[src/sv/pibox_pkg.sv]
// Shared types, constants and CORDIC table for the point-in-box test.
package pibox_pkg;

  localparam int FracBitsDef     = 16;
  localparam int CordicStagesDef = 16;
  localparam int CordicFrac      = 30;
  localparam int AtanCount       = 24;
  localparam int CordicW         = 34;
  localparam logic signed [CordicW-1:0] CordicGain = 34'sd652032874;
  localparam int QueueDepth      = 4;

  // Angle of stage i, in 2^-32 turn.
  function automatic logic signed [CordicW-1:0] atan_turn(input int idx);
    logic signed [CordicW-1:0] r;
    r = '0;
    case (idx)
      0: r = 34'sd536870912;  1: r = 34'sd316933406;  2: r = 34'sd167458907;
      3: r = 34'sd85004756;   4: r = 34'sd42667331;   5: r = 34'sd21354465;
      6: r = 34'sd10679838;   7: r = 34'sd5340245;    8: r = 34'sd2670163;
      9: r = 34'sd1335087;    10: r = 34'sd667544;    11: r = 34'sd333772;
      12: r = 34'sd166886;    13: r = 34'sd83443;     14: r = 34'sd41722;
      15: r = 34'sd20861;     16: r = 34'sd10430;     17: r = 34'sd5215;
      18: r = 34'sd2608;      19: r = 34'sd1304;      20: r = 34'sd652;
      21: r = 34'sd326;       22: r = 34'sd163;       23: r = 34'sd81;
      default: r = '0;
    endcase
    return r;
  endfunction

  // Word handed from the front part to the back part.
  typedef struct packed {
    logic signed [31:0] px, py, pz, cx, cy, cz;
    logic [30:0] sx, sy, sz;
    logic [15:0] ax, ay, az;
  } item_t;

endpackage

[src/sv/pibox_cordic.sv]
// Pipelined CORDIC sine/cosine with registered stages and side-band delay.
module pibox_cordic #(
  parameter int FRAC_BITS     = pibox_pkg::FracBitsDef,
  parameter int CORDIC_STAGES = pibox_pkg::CordicStagesDef,
  parameter int SIDE_W        = 1
) (
  input  logic                        clk,
  input  logic                        rst,
  input  logic                        in_valid,
  input  logic [15:0]                 angle,
  input  logic [SIDE_W-1:0]           side_in,
  output logic                        out_valid,
  output logic [SIDE_W-1:0]           side_out,
  output logic signed [FRAC_BITS+2:0] cos_o,
  output logic signed [FRAC_BITS+2:0] sin_o
);
  localparam int W   = pibox_pkg::CordicW;
  localparam int NS  = (CORDIC_STAGES < pibox_pkg::AtanCount) ?
                       CORDIC_STAGES : pibox_pkg::AtanCount;
  localparam int SH  = pibox_pkg::CordicFrac - FRAC_BITS;
  localparam int OW  = FRAC_BITS + 3;

  logic signed [W-1:0] xs [NS+1];
  logic signed [W-1:0] ys [NS+1];
  logic signed [W-1:0] zs [NS+1];
  logic [1:0]          qs [NS+1];
  logic                vs [NS+1];
  logic [SIDE_W-1:0]   ss [NS+1];

  logic [15:0] q_ang, resid;
  logic [1:0]  quad;

  // Reduce the angle to the nearest quadrant.
  always_comb begin
    q_ang = angle + 16'h2000;
    quad  = q_ang[15:14];
    resid = angle - {quad, 14'b0};
  end

  always_ff @(posedge clk) begin
    xs[0] <= pibox_pkg::CordicGain;
    ys[0] <= '0;
    zs[0] <= {{(W-32){resid[15]}}, resid, 16'b0};
    qs[0] <= quad;
    ss[0] <= side_in;
  end

  always_ff @(posedge clk) begin
    if (rst) vs[0] <= 1'b0;
    else vs[0] <= in_valid;
  end

  // Rotate one step per stage.
  for (genvar i = 0; i < NS; i++) begin : g_stage
    always_ff @(posedge clk) begin
      if (!zs[i][W-1]) begin
        xs[i+1] <= xs[i] - (ys[i] >>> i);
        ys[i+1] <= ys[i] + (xs[i] >>> i);
        zs[i+1] <= zs[i] - pibox_pkg::atan_turn(i);
      end else begin
        xs[i+1] <= xs[i] + (ys[i] >>> i);
        ys[i+1] <= ys[i] - (xs[i] >>> i);
        zs[i+1] <= zs[i] + pibox_pkg::atan_turn(i);
      end
      qs[i+1] <= qs[i];
      ss[i+1] <= ss[i];
    end
    always_ff @(posedge clk) begin
      if (rst) vs[i+1] <= 1'b0;
      else vs[i+1] <= vs[i];
    end
  end

  logic signed [W-1:0] ux, uy, rx, ry;

  // Map the quadrant back and round to the matrix format.
  always_comb begin
    case (qs[NS])
      2'd0: begin ux = xs[NS];  uy = ys[NS];  end
      2'd1: begin ux = -ys[NS]; uy = xs[NS];  end
      2'd2: begin ux = -xs[NS]; uy = -ys[NS]; end
      default: begin ux = ys[NS]; uy = -xs[NS]; end
    endcase
    rx = (ux + (W'(1) <<< (SH-1))) >>> SH;
    ry = (uy + (W'(1) <<< (SH-1))) >>> SH;
  end

  always_ff @(posedge clk) begin
    cos_o    <= rx[OW-1:0];
    sin_o    <= ry[OW-1:0];
    side_out <= ss[NS];
  end

  always_ff @(posedge clk) begin
    if (rst) out_valid <= 1'b0;
    else out_valid <= vs[NS];
  end
endmodule

[config.mk]
export PLATFORM = sky130hd
export DESIGN_NAME = pibox_cordic
export DESIGN_NICKNAME = d
export VERILOG_FILES = /design/src/sv/pibox_pkg.sv /design/src/sv/pibox_cordic.sv
export SDC_FILE = /design/constraint.sdc
export NUM_CORES = 2
export LEC_CHECK = 0
export BUFFER_PORTS_ARGS = -buffer_cell sky130_fd_sc_hd__buf_2
export CORE_MARGIN = 3
export CORE_UTILIZATION = 65
export CTS_CLUSTER_DIAMETER = 200
export DETAILED_ROUTE_END_ITERATION = 10
export GPL_ROUTABILITY_DRIVEN = 1
export PLACE_DENSITY = 0.81
export SETUP_SLACK_MARGIN = 0.3
export SYNTH_ARGS = -nofsm -noshare
export SYNTH_HDL_FRONTEND = slang
export SYNTH_SLANG_ARGS = --single-unit
export TNS_END_PERCENT = 10
[constraint.sdc]
create_clock -name clk -period 9.8 [get_ports clk]
set_clock_uncertainty 0.2 [all_clocks]
set_input_delay 0.49 -clock clk [delete_from_list [all_inputs] [get_ports clk]]
set_output_delay 0.49 -clock clk [all_outputs]
set_load 0.02 [all_outputs]
==> flow_summary.html <==
<table>
<tr><th>Metric</th><th>Value</th></tr>
<tr><th colspan="2">Logic synthesis</th></tr>
<tr><td>Number of register bits inferred by synthesis</td><td>1,549</td></tr>
<tr><td>Number of enable-type register cells in the synthesized netlist</td><td>0</td></tr>
<tr><td>Ys Warns</td><td>0</td></tr>
<tr><td>Post-synthesis area per instance</td><td>8.53 um^2</td></tr>
<tr><td>Gate count of the mapped netlist</td><td>12,900</td></tr>
<tr><td>Top_reg_cell synth</td><td>sky130_fd_sc_hd__dfxtp_1</td></tr>
<tr><td>Library cells used by synthesis</td><td>86</td></tr>
<tr><td>Cell area after synthesis</td><td>110,000 um^2</td></tr>
<tr><td>Post-synth net total</td><td>14,400</td></tr>
<tr><td>Fraction of the yosys area taken by sequential cells</td><td>28.2%</td></tr>
<tr><td>Post-synthesis async set-or-reset flop share</td><td>0%</td></tr>
<tr><th colspan="2">Timing</th></tr>
<tr><td>Max transition margin</td><td>11.0%</td></tr>
<tr><td>Slew at the pin closest to its max-slew limit</td><td>1.32 ns</td></tr>
<tr><td>Fin Setup TNS</td><td>0 ns</td></tr>
<tr><td>Unrepaired setup endpoints after global routing</td><td>no</td></tr>
<tr><td>Time the worst path needs with I/O delays and setup</td><td>6.03 ns</td></tr>
<tr><td>Hold Slack</td><td>0.109 ns</td></tr>
<tr><td>Fin crit share</td><td>61.5%</td></tr>
<tr><td>Highest attainable clock frequency</td><td>166 MHz</td></tr>
<tr><td>Final setup viols</td><td>0</td></tr>
<tr><td>Slew Viols, Final</td><td>0</td></tr>
<tr><td>Total count of hold-check failures in the final report</td><td>0</td></tr>
<tr><th colspan="2">Detailed routing</th></tr>
<tr><td>Routed len/inst</td><td>18.9 um</td></tr>
<tr><td>Total wirelength of the detailed-routed design</td><td>290,000 um</td></tr>
<tr><td>Initial drt markers</td><td>7,995</td></tr>
<tr><td>1st-pass router iterations</td><td>7</td></tr>
<tr><td>Total via count in the routed design</td><td>95,000</td></tr>
<tr><td>Residual antenna-violating net count after detailed routing</td><td>0</td></tr>
<tr><td>Residual DRC count</td><td>0</td></tr>
<tr><td>Drt via density</td><td>6.19</td></tr>
<tr><th colspan="2">CTS</th></tr>
<tr><td>Number of cells upsized or downsized after cts</td><td>0</td></tr>
<tr><td>CTS tree</td><td>built</td></tr>
<tr><td>Clock root buffer</td><td>sky130_fd_sc_hd__clkbuf_16</td></tr>
<tr><td>Number of sinks on the clock net</td><td>1,549</td></tr>
<tr><td>Post-CTS setup buffer count</td><td>0</td></tr>
<tr><td>Clock latency on the worst-skew pair</td><td>0.82 ns</td></tr>
<tr><td>Number of buffers created by CTS</td><td>165</td></tr>
<tr><td>Total number of H-tree levels</td><td>4</td></tr>
<tr><td>Clock input transition at the sequential cells of the worst setup and hold paths</td><td>0.06 ns</td></tr>
<tr><td>Worst-case clock buffer depth</td><td>3</td></tr>
<tr><th colspan="2">Floorplan</th></tr>
<tr><td>Count of pins on the block boundary</td><td>60</td></tr>
<tr><td>Initial core utilization</td><td>65.6%</td></tr>
<tr><td>Site row count</td><td>150</td></tr>
<tr><td>Die outline area</td><td>174,000 um^2</td></tr>
<tr><td>Chip width</td><td>418 um</td></tr>
<tr><td>Die Ht</td><td>418 um</td></tr>
<tr><td>Core box area</td><td>168,000 um^2</td></tr>
<tr><th colspan="2">Cells and area</th></tr>
<tr><td>Fillcell total</td><td>13,100</td></tr>
<tr><td>Fraction of final layout cells with drive strength greater than 1</td><td>4.36%</td></tr>
<tr><td>Area added between synthesis and finish</td><td>7.89%</td></tr>
<tr><td>Net count of the finished layout</td><td>14,400</td></tr>
<tr><th colspan="2">Outcome</th></tr>
<tr><td>Status</td><td>finished, final reports clean</td></tr>
<tr><th colspan="2">Global route</th></tr>
<tr><td>Global-route congestion overflow total</td><td>0</td></tr>
<tr><td>Overall Global Routing Usage</td><td>32.1%</td></tr>
<tr><td>First-pass GRT wire length</td><td>465,000 um</td></tr>
<tr><td>Number of antenna violations at the first check in global routing</td><td>10</td></tr>
<tr><td>Number of global-route vias before repair</td><td>90,400</td></tr>
<tr><td>Maximum number of pins on one net before global-route repair</td><td>78</td></tr>
<tr><th colspan="2">Placement</th></tr>
<tr><td>Count of input and output buffers</td><td>59</td></tr>
<tr><td>DP Wirelength</td><td>229,000 um</td></tr>
<tr><td>GP Congestion</td><td>0.986</td></tr>
<tr><th colspan="2">Setup path</th></tr>
<tr><td>Required time at the endpoint of the critical path</td><td>10.34 ns</td></tr>
<tr><td>Data arrival time of the worst path</td><td>6.56 ns</td></tr>
<tr><td>CP endpoint kind</td><td>flip-flop</td></tr>
<tr><td>Max FO, Critical Path</td><td>6</td></tr>
<tr><td>Startpoint class of the critical path</td><td>flip-flop</td></tr>
<tr><td>WS Path Type</td><td>reg2reg</td></tr>
<tr><th colspan="2">Job</th></tr>
<tr><td>Count of maximum capacitance violations</td><td>0</td></tr>
<tr><th colspan="2">Hold path</th></tr>
<tr><td>Type of the most critical hold path</td><td>in2reg</td></tr>
</table>
placed cells by master (no fill, tap or decap), types with 42 or more instances in the layout:
master and count:
sky130_fd_sc_hd__a31oi_1 119, sky130_fd_sc_hd__xnor2_1 1255, sky130_fd_sc_hd__o31ai_1 51, sky130_fd_sc_hd__ha_1 1378
sky130_fd_sc_hd__nor2b_1 197, sky130_fd_sc_hd__a21oi_1 1363, sky130_fd_sc_hd__xor2_1 627, sky130_fd_sc_hd__and2_1 71
sky130_fd_sc_hd__nand4_1 87, sky130_fd_sc_hd__nor2_1 1205, sky130_fd_sc_hd__o21ai_0 557, sky130_fd_sc_hd__mux2i_1 74
sky130_fd_sc_hd__nor4_1 85, sky130_fd_sc_hd__fa_1 42, sky130_fd_sc_hd__mux2_2 61, sky130_fd_sc_hd__o41ai_1 50
sky130_fd_sc_hd__or2_2 47, sky130_fd_sc_hd__o21a_1 219, sky130_fd_sc_hd__clkbuf_16 171, sky130_fd_sc_hd__a21boi_0 43
sky130_fd_sc_hd__nand3_1 221, sky130_fd_sc_hd__or3_1 107, sky130_fd_sc_hd__and3_1 112, sky130_fd_sc_hd__a21o_1 581
sky130_fd_sc_hd__dfxtp_1 1534, sky130_fd_sc_hd__inv_1 542, sky130_fd_sc_hd__nor3_1 416, sky130_fd_sc_hd__buf_2 59
sky130_fd_sc_hd__nand2_1 580, sky130_fd_sc_hd__o21bai_1 156, sky130_fd_sc_hd__a211oi_1 140, sky130_fd_sc_hd__nand2b_1 188
sky130_fd_sc_hd__o211ai_1 47
area by class of cell:
type / instances / area [um^2] / share of cell area [%]
diodes: 6 / 15.0 / 0.0126
flip-flops and latches: 1549 / 31000 / 26.1
repair buffers: 118 / 788 / 0.663
clock buffers: 220 / 4740 / 3.99
clock inverters: 82 / 1130 / 0.948
well taps: 2204 / 2760 / 2.32
inverters: 546 / 2050 / 1.72
multi-input cells: 10600 / 76300 / 64.2
sequential cells by signal (all words and copies together), names as in the netlist:
name and flops:
xs 483, ys 510, qs 34, zs 448, out_valid 1, ss 17, cos_o 19, vs 17
sin_o 19, side_out 1
synth_stat cells (all sizes together) (45+ instances only):
cell / n / area share, %
dfxtp: 1549 / 28
nor2b: 197 / 1.1
mux2: 61 / 0.62
ha: 1378 / 16
o21ai: 561 / 2.6
clkbuf: 156 / 0.53
and2: 72 / 0.41
o31ai: 51 / 0.35
a211oi: 140 / 0.95
xnor2: 1256 / 10
inv: 543 / 1.9
buf: 45 / 0.16
o41ai: 50 / 0.40
o21bai: 156 / 1.1
o21a: 219 / 1.5
a21oi: 1363 / 6.2
o211ai: 47 / 0.32
or3: 108 / 0.62
nand2b: 188 / 1.1
or2: 48 / 0.27
a21o: 581 / 4.0
nand4: 87 / 0.49
nand2: 580 / 2.0
nor2: 1205 / 4.1
xor2: 627 / 5.0
nand3: 221 / 1.0
nor4: 85 / 0.48
mux2i: 74 / 0.67
a31oi: 119 / 0.68
nor3: 416 / 1.9
and3: 113 / 0.65
worst max-delay path, cell delays in order (launching register included):
cell and delay (ns):
sky130_fd_sc_hd__dfxtp_1 0.35, sky130_fd_sc_hd__inv_1 0.08, sky130_fd_sc_hd__ha_1 0.18, sky130_fd_sc_hd__nand2b_1 0.10
sky130_fd_sc_hd__or4_1 0.42, sky130_fd_sc_hd__or2_2 0.33, sky130_fd_sc_hd__nor3_1 0.36, sky130_fd_sc_hd__nand2_1 0.16
sky130_fd_sc_hd__nor4_1 0.87, sky130_fd_sc_hd__nor2_1 0.11, sky130_fd_sc_hd__xnor2_1 0.17, sky130_fd_sc_hd__ha_1 0.34
sky130_fd_sc_hd__a21o_1 0.20, sky130_fd_sc_hd__a21o_1 0.17, sky130_fd_sc_hd__a21o_1 0.17, sky130_fd_sc_hd__a21oi_1 0.18
sky130_fd_sc_hd__o21ai_0 0.11, sky130_fd_sc_hd__a211oi_1 0.31, sky130_fd_sc_hd__o21ai_0 0.18, sky130_fd_sc_hd__o41a_1 0.38
sky130_fd_sc_hd__a211o_1 0.28, sky130_fd_sc_hd__a21oi_1 0.17, sky130_fd_sc_hd__xnor2_1 0.14
stage by stage:
| step | cells | instance area, um^2 | worst slack [ns] | utilization, % |
|---|---|---|---|---|
| after floorplan | 12900 | 110000 | 4.73 | - |
| after global placement | 15000 | 113000 | 3.92 | 67.2 |
| after detailed placement | 15000 | 113000 | 3.94 | 67.2 |
| after CTS | 15300 | 119000 | 3.86 | 70.8 |
| after global routing | 15300 | 119000 | 3.32 | 70.8 |
| final | 15300 | 119000 | 3.77 | 70.8 |
routing by layer:
layer | part of all wire [%] | vias up | track usage [%]
met3 | 6.6 | 619 | 4.34
met5 | 0.0093 | - | 0
met1 | 45 | 44800 | 43.4
met2 | 45 | 3128 | 52.8
li1 | - | 46500 | -
met4 | 3.4 | 4 | 10.7
cells by family after synthesis:
logic type	Yosys count	synth area share, %
compound gates	3702	21.3
simple gates	3474	15.2
xor+xnor	1884	15.0
flops	1549	28.2
fa+ha+maj	1421	16.4
buf+inv	747	2.56
mux	135	1.30
timing repair:
item	4_1_cts	5_1_grt
setup endpoints to repair	0	0
hold endpoints to repair	37	0
hold buffers	20	0
worst paths after layout:
kind,start,to,slack [ns],cells after the start
min,angle[1],zs[0][17]$_DFF_P_,0.11,2
max,xs[5][5]$_DFF_P_,ys[6][33]$_DFF_P_,3.77,22
min reg2reg,zs[0][21]$_DFF_P_,zs[1][21]$_DFF_P_,0.11,0
max reg2reg,xs[5][5]$_DFF_P_,ys[6][33]$_DFF_P_,3.77,22
Power is not shown: default switching activity piles up to over one toggle a cycle in this logic, so the estimate is an artifact.
